--- src/rtl/core/udp_sd_pkg.sv ---
// Package with the types, constants and codes of the UDP socket demultiplexer.
`timescale 1ns / 1ps

package udp_sd_pkg;

   localparam int NUM_SLOTS = 16;
   localparam int IDX_W = (NUM_SLOTS > 1) ? $clog2(NUM_SLOTS) : 1;
   localparam int QUEUE_DEPTH = 2;
   localparam int QPTR_W = (QUEUE_DEPTH > 1) ? $clog2(QUEUE_DEPTH) : 1;
   localparam int QCNT_W = $clog2(QUEUE_DEPTH + 1);
   localparam logic [15:0] HDR_BYTES = 16'd8;

   localparam logic [1:0] FUNC_WRITE = 2'd0;
   localparam logic [1:0] FUNC_CLEAR = 2'd1;
   localparam logic [1:0] FUNC_LOOKUP = 2'd2;

   typedef enum logic [1:0] {
      ST_OK       = 2'd0,
      ST_NOLISTEN = 2'd1,
      ST_BAD      = 2'd2
   } status_type;

   typedef enum logic [2:0] {
      CMD_NOP,
      CMD_WRITE,
      CMD_CLEAR,
      CMD_LOOKUP,
      CMD_BAD
   } cmd_kind_type;

   typedef enum logic {
      BK_IDLE,
      BK_SCAN
   } back_state_type;

   typedef struct packed {
      logic [31:0] dst_addr;
      logic [15:0] dst_port;
      logic [31:0] src_addr;
      logic [15:0] src_port;
      logic        connected;
   } entry_type;

   typedef struct packed {
      cmd_kind_type kind;
      logic [3:0]   slot;
      entry_type    ent;
      logic [15:0]  plen;
   } cmd_type;

endpackage

--- src/rtl/core/udp_socket_demux.sv ---
// Top level of the UDP socket demultiplexer.
//
//   channel   direction   handshake            contents
//   req_      in          req_valid/req_ready   write, clear or lookup request
//   rsp_      out         rsp_valid/rsp_ready   status, match slot, payload length
//
// The front end classifies a request in the cycle it is accepted and queues it
// (two entries). A write, clear or rejected lookup is done by the table engine
// straight from its idle state; a lookup scans the table slot by slot and ends
// early on a connected match, reading the table RAM one slot per cycle.
// Reset clears all slot valid bits at once; no clearing pass is needed.
// A stalled response holds the engine, while requests still fill the queue.
`timescale 1ns / 1ps

module udp_socket_demux (
   input  logic        clock,
   input  logic        reset,
   input  logic        req_valid,
   output logic        req_ready,
   input  logic [1:0]  req_func,
   input  logic [3:0]  req_slot,
   input  logic [31:0] req_dst_addr,
   input  logic [15:0] req_dst_port,
   input  logic [31:0] req_src_addr,
   input  logic [15:0] req_src_port,
   input  logic        req_connected,
   input  logic [15:0] req_packet_length,
   input  logic [15:0] req_header_length,
   input  logic [15:0] req_header_checksum,
   input  logic        req_pseudo_sum_ok,
   output logic        rsp_valid,
   input  logic        rsp_ready,
   output logic [1:0]  rsp_status,
   output logic [3:0]  rsp_match_slot,
   output logic [15:0] rsp_payload_length
);

   logic room;
   logic push;
   udp_sd_pkg::cmd_type push_cmd;
   logic q_valid;
   udp_sd_pkg::cmd_type q_cmd;
   logic q_pop;

   udp_sd_front u_front (
      .req_valid(req_valid),
      .req_ready(req_ready),
      .req_func(req_func),
      .req_slot(req_slot),
      .req_dst_addr(req_dst_addr),
      .req_dst_port(req_dst_port),
      .req_src_addr(req_src_addr),
      .req_src_port(req_src_port),
      .req_connected(req_connected),
      .req_packet_length(req_packet_length),
      .req_header_length(req_header_length),
      .req_header_checksum(req_header_checksum),
      .req_pseudo_sum_ok(req_pseudo_sum_ok),
      .room(room),
      .push(push),
      .push_cmd(push_cmd)
   );

   udp_sd_fifo u_fifo (
      .clock(clock),
      .reset(reset),
      .push(push),
      .push_cmd(push_cmd),
      .room(room),
      .q_valid(q_valid),
      .q_cmd(q_cmd),
      .pop(q_pop)
   );

   udp_sd_back u_back (
      .clock(clock),
      .reset(reset),
      .q_valid(q_valid),
      .q_cmd(q_cmd),
      .q_pop(q_pop),
      .rsp_valid(rsp_valid),
      .rsp_ready(rsp_ready),
      .rsp_status(rsp_status),
      .rsp_match_slot(rsp_match_slot),
      .rsp_payload_length(rsp_payload_length)
   );

endmodule

--- src/rtl/core/udp_sd_ram.sv ---
// Generic single-write, single-read RAM with registered read data.
`timescale 1ns / 1ps

module udp_sd_ram #(
   parameter int WIDTH = 8,
   parameter int DEPTH = 16,
   localparam int ADDR_W = (DEPTH > 1) ? $clog2(DEPTH) : 1
) (
   input  logic              clock,
   input  logic              we,
   input  logic [ADDR_W-1:0] waddr,
   input  logic [WIDTH-1:0]  wdata,
   input  logic [ADDR_W-1:0] raddr,
   output logic [WIDTH-1:0]  rdata
);

   logic [WIDTH-1:0] mem_ff [DEPTH];
   logic [WIDTH-1:0] rdata_ff;

   always_ff @(posedge clock) begin
      if (we) begin
         mem_ff[waddr] <= wdata;
      end
      rdata_ff <= mem_ff[raddr];
   end

   assign rdata = rdata_ff;

endmodule

--- src/rtl/core/udp_sd_front.sv ---
// Front end: checks and classifies each request and hands it to the command queue.
`timescale 1ns / 1ps

module udp_sd_front (
   input  logic                 req_valid,
   output logic                 req_ready,
   input  logic [1:0]           req_func,
   input  logic [3:0]           req_slot,
   input  logic [31:0]          req_dst_addr,
   input  logic [15:0]          req_dst_port,
   input  logic [31:0]          req_src_addr,
   input  logic [15:0]          req_src_port,
   input  logic                 req_connected,
   input  logic [15:0]          req_packet_length,
   input  logic [15:0]          req_header_length,
   input  logic [15:0]          req_header_checksum,
   input  logic                 req_pseudo_sum_ok,
   input  logic                 room,
   output logic                 push,
   output udp_sd_pkg::cmd_type  push_cmd
);

   logic in_range;
   logic malformed;

   always_comb begin
      in_range = 32'(req_slot) < 32'(udp_sd_pkg::NUM_SLOTS);
      malformed = (req_packet_length < udp_sd_pkg::HDR_BYTES) ||
                  (req_header_length < udp_sd_pkg::HDR_BYTES) ||
                  (req_header_length > req_packet_length) ||
                  ((req_header_checksum != 16'd0) && !req_pseudo_sum_ok);

      push_cmd.slot = req_slot;
      push_cmd.ent.dst_addr = req_dst_addr;
      push_cmd.ent.dst_port = req_dst_port;
      push_cmd.ent.src_addr = req_src_addr;
      push_cmd.ent.src_port = req_src_port;
      push_cmd.ent.connected = req_connected;
      push_cmd.plen = req_header_length - udp_sd_pkg::HDR_BYTES;

      // Writes and clears to slots past the table turn into no-ops here.
      case (req_func)
         udp_sd_pkg::FUNC_WRITE: begin
            push_cmd.kind = in_range ? udp_sd_pkg::CMD_WRITE : udp_sd_pkg::CMD_NOP;
         end
         udp_sd_pkg::FUNC_CLEAR: begin
            push_cmd.kind = in_range ? udp_sd_pkg::CMD_CLEAR : udp_sd_pkg::CMD_NOP;
         end
         udp_sd_pkg::FUNC_LOOKUP: begin
            push_cmd.kind = malformed ? udp_sd_pkg::CMD_BAD : udp_sd_pkg::CMD_LOOKUP;
         end
         default: begin
            push_cmd.kind = udp_sd_pkg::CMD_NOP;
         end
      endcase
   end

   assign req_ready = room;
   assign push = req_valid && room;

endmodule

--- src/rtl/core/udp_sd_fifo.sv ---
// Short command queue between the front end and the table engine.
`timescale 1ns / 1ps

module udp_sd_fifo (
   input  logic                clock,
   input  logic                reset,
   input  logic                push,
   input  udp_sd_pkg::cmd_type push_cmd,
   output logic                room,
   output logic                q_valid,
   output udp_sd_pkg::cmd_type q_cmd,
   input  logic                pop
);

   udp_sd_pkg::cmd_type mem_ff [udp_sd_pkg::QUEUE_DEPTH];
   logic [udp_sd_pkg::QPTR_W-1:0] wr_ptr_ff, wr_ptr_in;
   logic [udp_sd_pkg::QPTR_W-1:0] rd_ptr_ff, rd_ptr_in;
   logic [udp_sd_pkg::QCNT_W-1:0] count_ff, count_in;

   localparam logic [udp_sd_pkg::QPTR_W-1:0] LAST_PTR =
      udp_sd_pkg::QPTR_W'(udp_sd_pkg::QUEUE_DEPTH - 1);

   always_comb begin
      wr_ptr_in = wr_ptr_ff;
      rd_ptr_in = rd_ptr_ff;
      count_in = count_ff;
      if (push) begin
         wr_ptr_in = (wr_ptr_ff == LAST_PTR) ? '0 : wr_ptr_ff + udp_sd_pkg::QPTR_W'(1);
      end
      if (pop) begin
         rd_ptr_in = (rd_ptr_ff == LAST_PTR) ? '0 : rd_ptr_ff + udp_sd_pkg::QPTR_W'(1);
      end
      case ({push, pop})
         2'b10: count_in = count_ff + udp_sd_pkg::QCNT_W'(1);
         2'b01: count_in = count_ff - udp_sd_pkg::QCNT_W'(1);
         default: count_in = count_ff;
      endcase
   end

   always_ff @(posedge clock) begin
      if (reset) begin
         wr_ptr_ff <= '0;
         rd_ptr_ff <= '0;
         count_ff <= '0;
      end else begin
         wr_ptr_ff <= wr_ptr_in;
         rd_ptr_ff <= rd_ptr_in;
         count_ff <= count_in;
      end
   end

   always_ff @(posedge clock) begin
      if (push) begin
         mem_ff[wr_ptr_ff] <= push_cmd;
      end
   end

   assign room = count_ff != udp_sd_pkg::QCNT_W'(udp_sd_pkg::QUEUE_DEPTH);
   assign q_valid = count_ff != '0;
   assign q_cmd = mem_ff[rd_ptr_ff];

endmodule

--- src/rtl/core/udp_sd_back.sv ---
// Table engine: stores endpoints, scans the table for lookups and holds the response.
`timescale 1ns / 1ps

module udp_sd_back (
   input  logic                clock,
   input  logic                reset,
   input  logic                q_valid,
   input  udp_sd_pkg::cmd_type q_cmd,
   output logic                q_pop,
   output logic                rsp_valid,
   input  logic                rsp_ready,
   output logic [1:0]          rsp_status,
   output logic [3:0]          rsp_match_slot,
   output logic [15:0]         rsp_payload_length
);

   localparam int IW = udp_sd_pkg::IDX_W;
   localparam int EW = $bits(udp_sd_pkg::entry_type);
   localparam logic [IW-1:0] LAST_IDX = IW'(udp_sd_pkg::NUM_SLOTS - 1);

   udp_sd_pkg::back_state_type state_ff, state_in;
   logic [udp_sd_pkg::NUM_SLOTS-1:0] valid_ff, valid_in;
   logic [IW-1:0] iss_ff, iss_in;
   logic iss_on_ff, iss_on_in;
   logic cmp_on_ff, cmp_on_in;
   logic [IW-1:0] cmp_idx_ff, cmp_idx_in;
   logic found_ff, found_in;
   logic [IW-1:0] pick_ff, pick_in;
   udp_sd_pkg::entry_type key_ff, key_in;
   logic [15:0] plen_ff, plen_in;
   logic rsp_valid_ff, rsp_valid_in;
   udp_sd_pkg::status_type rsp_status_ff, rsp_status_in;
   logic [3:0] rsp_slot_ff, rsp_slot_in;
   logic [15:0] rsp_len_ff, rsp_len_in;

   logic ram_we;
   logic [IW-1:0] wr_idx;
   logic [EW-1:0] ram_rdata;
   udp_sd_pkg::entry_type rd_ent;

   logic out_free;
   logic cmp_match, conn_hit, unc_hit, scan_done, res_found;
   logic [IW-1:0] res_pick;

   assign wr_idx = IW'(q_cmd.slot);

   udp_sd_ram #(
      .WIDTH(EW),
      .DEPTH(udp_sd_pkg::NUM_SLOTS)
   ) u_table (
      .clock(clock),
      .we(ram_we),
      .waddr(wr_idx),
      .wdata(EW'(q_cmd.ent)),
      .raddr(iss_ff),
      .rdata(ram_rdata)
   );

   assign rd_ent = udp_sd_pkg::entry_type'(ram_rdata);
   assign out_free = !rsp_valid_ff || rsp_ready;

   // Compare stage: the entry read last cycle against the packet's endpoints.
   always_comb begin
      cmp_match = cmp_on_ff && valid_ff[cmp_idx_ff] &&
                  (rd_ent.dst_port == key_ff.dst_port) &&
                  ((rd_ent.dst_addr == 32'd0) ||
                   (rd_ent.dst_addr == key_ff.dst_addr));
      conn_hit = cmp_match && rd_ent.connected &&
                 (rd_ent.src_addr == key_ff.src_addr) &&
                 (rd_ent.src_port == key_ff.src_port);
      unc_hit = cmp_match && !rd_ent.connected && !found_ff;
      scan_done = cmp_on_ff && (conn_hit || (cmp_idx_ff == LAST_IDX));
      res_found = conn_hit || found_ff || unc_hit;
      res_pick = (conn_hit || !found_ff) ? cmp_idx_ff : pick_ff;
   end

   always_comb begin
      case (state_ff)
         udp_sd_pkg::BK_IDLE: begin
            if (q_valid && out_free && (q_cmd.kind == udp_sd_pkg::CMD_LOOKUP)) begin
               state_in = udp_sd_pkg::BK_SCAN;
            end else begin
               state_in = udp_sd_pkg::BK_IDLE;
            end
         end
         udp_sd_pkg::BK_SCAN: begin
            state_in = scan_done ? udp_sd_pkg::BK_IDLE : udp_sd_pkg::BK_SCAN;
         end
         default: begin
            state_in = udp_sd_pkg::BK_IDLE;
         end
      endcase
   end

   always_comb begin
      valid_in = valid_ff;
      iss_in = iss_ff;
      iss_on_in = iss_on_ff;
      cmp_on_in = 1'b0;
      cmp_idx_in = cmp_idx_ff;
      found_in = found_ff;
      pick_in = pick_ff;
      key_in = key_ff;
      plen_in = plen_ff;
      rsp_valid_in = rsp_valid_ff && !rsp_ready;
      rsp_status_in = rsp_status_ff;
      rsp_slot_in = rsp_slot_ff;
      rsp_len_in = rsp_len_ff;
      q_pop = 1'b0;
      ram_we = 1'b0;

      case (state_ff)
         udp_sd_pkg::BK_IDLE: begin
            if (q_valid && out_free) begin
               q_pop = 1'b1;
               rsp_slot_in = 4'd0;
               rsp_len_in = 16'd0;
               rsp_status_in = udp_sd_pkg::ST_OK;
               rsp_valid_in = 1'b1;
               case (q_cmd.kind)
                  udp_sd_pkg::CMD_WRITE: begin
                     ram_we = 1'b1;
                     valid_in[wr_idx] = 1'b1;
                  end
                  udp_sd_pkg::CMD_CLEAR: begin
                     valid_in[wr_idx] = 1'b0;
                  end
                  udp_sd_pkg::CMD_BAD: begin
                     rsp_status_in = udp_sd_pkg::ST_BAD;
                  end
                  udp_sd_pkg::CMD_LOOKUP: begin
                     // The response comes at the end of the scan.
                     rsp_valid_in = 1'b0;
                     key_in = q_cmd.ent;
                     plen_in = q_cmd.plen;
                     iss_in = '0;
                     iss_on_in = 1'b1;
                     found_in = 1'b0;
                     pick_in = '0;
                  end
                  default: begin
                  end
               endcase
            end
         end
         udp_sd_pkg::BK_SCAN: begin
            if (iss_on_ff) begin
               cmp_on_in = 1'b1;
               cmp_idx_in = iss_ff;
               if (iss_ff == LAST_IDX) begin
                  iss_on_in = 1'b0;
               end else begin
                  iss_in = iss_ff + IW'(1);
               end
            end
            if (unc_hit) begin
               found_in = 1'b1;
               pick_in = cmp_idx_ff;
            end
            if (scan_done) begin
               iss_on_in = 1'b0;
               cmp_on_in = 1'b0;
               rsp_valid_in = 1'b1;
               if (res_found) begin
                  rsp_status_in = udp_sd_pkg::ST_OK;
                  rsp_slot_in = 4'(res_pick);
                  rsp_len_in = plen_ff;
               end else begin
                  rsp_status_in = udp_sd_pkg::ST_NOLISTEN;
                  rsp_slot_in = 4'd0;
                  rsp_len_in = 16'd0;
               end
            end
         end
         default: begin
         end
      endcase
   end

   always_ff @(posedge clock) begin
      if (reset) begin
         state_ff <= udp_sd_pkg::BK_IDLE;
         valid_ff <= '0;
         iss_on_ff <= 1'b0;
         cmp_on_ff <= 1'b0;
         found_ff <= 1'b0;
         rsp_valid_ff <= 1'b0;
      end else begin
         state_ff <= state_in;
         valid_ff <= valid_in;
         iss_on_ff <= iss_on_in;
         cmp_on_ff <= cmp_on_in;
         found_ff <= found_in;
         rsp_valid_ff <= rsp_valid_in;
      end
   end

   always_ff @(posedge clock) begin
      iss_ff <= iss_in;
      cmp_idx_ff <= cmp_idx_in;
      pick_ff <= pick_in;
      key_ff <= key_in;
      plen_ff <= plen_in;
      rsp_status_ff <= rsp_status_in;
      rsp_slot_ff <= rsp_slot_in;
      rsp_len_ff <= rsp_len_in;
   end

   assign rsp_valid = rsp_valid_ff;
   assign rsp_status = rsp_status_ff;
   assign rsp_match_slot = rsp_slot_ff;
   assign rsp_payload_length = rsp_len_ff;

endmodule

--- config.mk ---
export PLATFORM = sky130hd
export DESIGN_NAME = udp_socket_demux
export DESIGN_NICKNAME = d
export VERILOG_FILES = /design/src/rtl/core/udp_sd_pkg.sv /design/src/rtl/core/udp_socket_demux.sv /design/src/rtl/core/udp_sd_ram.sv /design/src/rtl/core/udp_sd_front.sv /design/src/rtl/core/udp_sd_fifo.sv /design/src/rtl/core/udp_sd_back.sv
export SDC_FILE = /design/constraint.sdc
export NUM_CORES = 2
export LEC_CHECK = 0
export BUFFER_PORTS_ARGS = -buffer_cell sky130_fd_sc_hd__buf_2
export CAP_MARGIN = 10
export CORE_AREA = 2 2 557 559
export DETAILED_ROUTE_END_ITERATION = 6
export DIE_AREA = 0 0 559 561
export GPL_TIMING_DRIVEN = 0
export PLACE_DENSITY = 0.4
export SLEW_MARGIN = 20
export SYNTH_ARGS = -nofsm -noshare
export SYNTH_HDL_FRONTEND = slang
export SYNTH_SLANG_ARGS = --single-unit
--- constraint.sdc ---
create_clock -name clock -period 7.5 [get_ports clock]
set_input_delay 0.375 -clock clock [delete_from_list [all_inputs] [get_ports clock]]
set_output_delay 0.375 -clock clock [all_outputs]
set_load 0.03 [all_outputs]
# Word-level counts from Yosys, hierarchy flattened
# Memories as Yosys holds them, arrays and structs flattened. A register that Yosys moved wholly into a read port is not among the register bits.
# Index checks and enable logic that the tools add are counted.
# word_totals
latch_bits	0
memories	2
ramBits	1792
romBits	0
reg_bits	171
# classes
shift	0
n_bitwise	4
addsub	6
eq_ne	21
n_mul	0
n_lt_le_gt_ge	6
div	0
mux	60
reduce_logical	43
# memory_table
memory	depth	word_bits	rd	rd_ports_with_merged_regs	write_ports	line	rtl
u_back.u_table.mem_ff	16	97	1	1	1	udp_sd_ram.sv:17	logic [WIDTH-1:0] mem_ff [DEPTH];
u_fifo.mem_ff	2	120	1	1	1	udp_sd_fifo.sv:15	udp_sd_pkg::cmd_type mem_ff [udp_sd_pkg::QUEUE_DEPTH];
# ops
op	n
$eq A32 B32 Y1	2
$pmux W16 S2	2
$mux W16	3
$mux W4	9
$eq A16 B16 Y1	2
$logic_not A32 Y1	1
$lt A16 B4 Y1 const B	2
$mux W1	30
$pmux W4 S2	3
$and A16 B16 Y16	1
$gt A16 B16 Y1	1
$not A16 Y16	1
$or A16 B16 Y16	1
$reduce_bool A16 Y1	1
$sub A16 B4 Y16 const B	1
$logic_and A1 B1 Y1	15
$lt A4 B5 Y1 const B	2
$ne A2 B2 Y1 const B	5
$logic_or A1 B1 Y1	9
$pmux W3 S3	1
$reduce_and A3 Y1	3
$eq A4 B4 Y1 const B	2
$pmux W1 S2	4
$pmux W2 S2	2
22 further kinds	37

# Logic depth before layout (Yosys ltp)
# logic_depth
ltp_word	13
ltp_mapped	9
mapped_depth_nobuf	9

# Modules after synthesis
# Synthesis repeated with hierarchy kept, for this count alone.
# hier_totals
cells_unflattened	3603
area_unflattened_um2	77393.0
# modules_own_cells
module	seq_area_each_um2	n_inst	area_each_um2	cells_per_inst
udp_sd_ram	48546.6	1	59869.9	2484
udp_sd_fifo	7307.0	1	8853.5	395
udp_sd_back	4804.6	1	7104.3	507
udp_sd_front	0.0	1	1565.3	217

# Worst setup path after synthesis
# OpenSTA, ideal clock, no wires.
# synth_path
path_type	reg-to-reg
start	register u_fifo.count_ff[0] (netlist name)
end	memory u_fifo.mem_ff[0][0] (netlist name) (enable)
arrival_ns	5.875
n_path_buf	0
t_required_ns	6.899
path_stages_with_launch	4
slack_ns	1.024
setup_time_ns	0.601
cell_sequence	dfxtp_1 nand2b_1 nand2_1 nor2_1
# synth_via
elab_chain_cells	4
# synth_lines
item	line	rtl
start, declared	udp_sd_fifo.sv:18	logic [udp_sd_pkg::QCNT_W-1:0] count_ff, count_in;
start signal, assigned	udp_sd_fifo.sv:48	count_ff <= count_in;
$ne A2 B2 Y1	udp_sd_fifo.sv:58	assign room = count_ff != udp_sd_pkg::QCNT_W'(udp_sd_pkg::QUEUE_DEPTH);
net req_ready	udp_socket_demux.sv:19	output logic req_ready,
$logic_and A1 B1 Y1	udp_sd_front.sv:59	assign push = req_valid && room;
$mux W1	udp_sd_fifo.sv:53	if (push) begin
$mux W1 (implied by the code)	udp_sd_fifo.sv:54	mem_ff[wr_ptr_ff] <= push_cmd;
end, declared	udp_sd_fifo.sv:15	
# The timed path passes the listed nets, and every way through them passes these cells.

# Worst setup path in the final report
# layout_path
start	register u_back.key_ff[45] (netlist name)
end	register u_back.rsp_status_ff[1] (netlist: u_back.rsp_status[1]) (enable)
# layout_via
elab_chain_cells	7
# layout_lines
item	line	rtl
start, declared	udp_sd_back.sv:29	udp_sd_pkg::entry_type key_ff, key_in;
start signal, assigned	udp_sd_back.sv:202	key_ff <= key_in;
$eq A32 B32 Y1	udp_sd_back.sv:69	(rd_ent.src_addr == key_ff.src_addr) &&
$logic_and A1 B1 Y1	udp_sd_back.sv:68	conn_hit = cmp_match && rd_ent.connected &&
$logic_and A1 B1 Y1	udp_sd_back.sv:69	
$logic_or A1 B1 Y1	udp_sd_back.sv:72	scan_done = cmp_on_ff && (conn_hit || (cmp_idx_ff == LAST_IDX));
$logic_and A1 B1 Y1	udp_sd_back.sv:72	
$ne A2 B2 Y1 (no source line)	-	
$reduce_and A2 Y1 (no source line)	-	
end signal, assigned	udp_sd_back.sv:204	rsp_status_ff <= rsp_status_in;
end, declared	udp_sd_back.sv:32	udp_sd_pkg::status_type rsp_status_ff, rsp_status_in;
# No other way between the ends.
# A chain may end at the register's enable or synchronous reset.

==> metrics.txt <==
vias per inst=approximately 4.3; Rel. slew slack=18.6%; Cells after DPL=between 7000 and 8000; pin count of the biggest net entering global routing=between 50 and 60; post-route insts no fill=8147; worst ir drop on vdd=0.000188 V; drt first pass iters=7; Avg WL per Cell=26.3 um; status=finished, final reports clean; Initial Util=24.9%; crit share post-route=between 50% and 60%; CTS root buffer=clkbuf_16; Worst R2R Setup Slack=3120 ps; die area=around 310000 um2; Clock Latency Late Sink=a little under 900 ps; Detail Placement HPWL=about 120 mm; Synth top area share=75.9%; Req. time, crit path=between 7000 and 8000 ps; # resized after CTS=0; chip height=about 560 um; cts hold-fix bufs=124; gr usage total=around 13%; Final nets=4013; worst-path fanout max=22; DRC=0; Yosys reg bits=between 2000 and 2500; Leakage Power=28.7 nW; total number of vias=35100; DR WL met2=~110 mm; I/O pin count=180; H-tree depth=4; Worst Hold End=u_fifo.mem_ff[0][7]$_DFFE_PP_; setup violators final=0; average cell area after synthesis=roughly 23 um2; Slew @ Worst Pin=approximately 1200 ps; cell count after synthesis=between 3000 and 4000; clock-pin slew on the worst setup and hold paths=about 60 ps; row count=204; final wirelength=between 200 and 250 mm; share of layout cells above drive strength 1=a little under a third; Worst R2R Start=u_back.key_ff[45]$_DFFE_PP_; Placer Congestion=just over 0.7; CP endpoint kind=flip-flop; minimum clock period=around 4400 ps; R2R depth=7; Pwr Density=between 300 and 400 nW/um2; hold-critical path depth=4; first-pass GRT wire length=299 mm; GRT Residual Overflow=0; pre-CTS WS=~3100 ps; MaxCap Viol Count=0; number of synthesized flops with an enable pin=between 1500 and 2000; wire length on met1=~94 mm; sequential share of the synthesized area=approximately four fifths; core region area=308000 um2; synth top area cells=edfxtp_1, mux4_2, dfxtp_1; prevailing post-synth register cell=edfxtp_1; leading area contributor after synthesis=edfxtp_1; crit start category=flip-flop; clk buf depth=4; RSZ-0062 raised after global routing=false; met3 WL=roughly 8.7 mm; Post-CTS Setup Bufs=0; Port Buffer Count=178; Mapped Nets=approximately 3400; Final Max Tran Viols=0; filler instances=about 30000; WS Path Type=flip-flop to flip-flop; clk_skew=roughly 61 ps; post-route ant nets=0; PnR Total Power=approximately 28 mW; number of global-route vias before repair=about 38000; Area Growth Syn to Fin=20.3%; Synth warnings=0; Achievable Freq=between 200 and 250 MHz; Hold Fails Final Rpt=0; worst hold margin=just over 100 ps; RR Endpoint=u_back.rsp_status[1]$_SDFFCE_PP0P_; distinct cell type count after synthesis=57; Post-synth ARST share=0%; Hold Crit Class=input pin to flip-flop; most common cell in the synthesized netlist=edfxtp_1; DR top layer=met5; initial antenna violation count=15; Die W=roughly 560 um; setup ws final=between 3000 and 4000 ps; 1st-iter DRT viols=~2900; Num CTS Buffers=221; CTS tree=done; TritonCTS sink count=2061; hold_sp=req_header_length[6]; Worst EP arrival=between 4000 and 5000 ps; Post-synth top cells=edfxtp_1, mux4_2, dfxtp_1; Cell Area, Synth=76600 um2
## kinds of logic (layout without fill, tap and decap cells)
group,after synthesis,in the layout,synth area share [%]
and+or+nand+nor,198,198,1.45
DFF,2061,2061,79.2
xor gates and xnor gates,108,108,1.23
AOI/OAI and AO/OA,90,90,0.771
adders and majority gates,19,19,0.310
buffers and inverters,187,936,0.945
other,0,7,0
muxes,608,608,16.1
## power by group
part           switching [mW]  internal [mW]
registers               0.160           13.9
logic                    2.16           1.02
clock network            4.49           6.12
## placed cells by master, fill, tap and decap left out, types with 25 or more instances in the layout
cell	n
buf_2	209
a21oi_1	31
clkinv_1	31
dfxtp_1	123
nor4_1	29
edfxtp_1	1938
clkbuf_1	130
inv_1	35
xnor2_1	81
clkbuf_16	225
nand2_1	48
clkbuf_8	25
buf_16	34
mux4_2	486
mux2_2	115
clkinv_2	34
dlygate4sd3_1	124
o21ai_0	25
clkbuf_2	34
xor2_1	27
## layout make-up
class / instances / area (um2) / area share [%]
Tap cell: 4120 / 5150 / 5.59
Timing Repair Buffer: 344 / 3210 / 3.48
Sequential cell: 2061 / 60700 / 65.8
Inverter: 52 / 323 / 0.350
Clock inverter: 85 / 733 / 0.795
Buffer: 135 / 596 / 0.646
Antenna cell: 7 / 17.5 / 0.0190
Multi-Input combinational cell: 1023 / 15300 / 16.5
Clock buffer: 320 / 6240 / 6.77
## state kept, by name (all words and copies together) (netlist names), 2 cells and up, named ones only
signal,cells
u_back.cmp_idx_ff,4
u_back.iss_ff,4
u_back.key_ff,96
u_back.pick_ff,4
u_back.plen_ff,16
u_back.rsp_match_slot,4
u_back.rsp_payload_length,16
u_back.rsp_status,2
u_back.u_table.mem_ff,1552
u_back.u_table.rdata,97
u_fifo.count_ff,2
u_fifo.mem_ff,240
## per-layer routing
metal  vias to the layer above  global-route usage [%]
li1                      14900                       -
met4                         4                    3.66
met5                         -                       0
met2                       715                    22.8
met3                       272                    2.03
met1                     19100                    18.0
## per-stage QoR
stage          util (%)  setup TNS, ps  area (um2)
2_1_floorplan         -              0       76600
3_3_place_gp       26.9       -1493560       82700
3_5_place_dp       27.3              0       84000
4_1_cts            30.0              0       92200
5_1_grt            30.0              0       92200
6_report           30.0              0       92200
## worst max-delay path, stage by stage, from the launching register on
cell	delay (ps)
edfxtp_1	380
xnor2_1	470
nand4_1	180
nor4_1	740
or4b_4	710
nor4_1	400
o211ai_1	240
nand2_1	810
## worst max-delay path by stage
| stage | startpoint | to | slack, ps |
|---|---|---|---|
| 2_1_floorplan | u_fifo.count_ff[0]$_SDFFE_PP0P_ | u_fifo.mem_ff[0][0]$_DFFE_PP_ | 1020 |
| 3_3_place_gp | u_fifo.count_ff[0]$_SDFFE_PP0P_ | u_fifo.mem_ff[0][38]$_DFFE_PP_ | -5320 |
| 3_5_place_dp | u_back.key_ff[41]$_DFFE_PP_ | u_back.rsp_payload_length[3]$_SDFFCE_PN0P_ | 3110 |
| 4_1_cts | u_back.key_ff[45]$_DFFE_PP_ | u_back.rsp_status[0]$_SDFFCE_PN0P_ | 3030 |
| 5_1_grt | u_back.key_ff[41]$_DFFE_PP_ | u_back.rsp_status[1]$_SDFFCE_PP0P_ | 2800 |
| 6_report | u_back.key_ff[45]$_DFFE_PP_ | u_back.rsp_status[1]$_SDFFCE_PP0P_ | 3120 |
No activity file was read; power rests on OpenSTA's default activity.
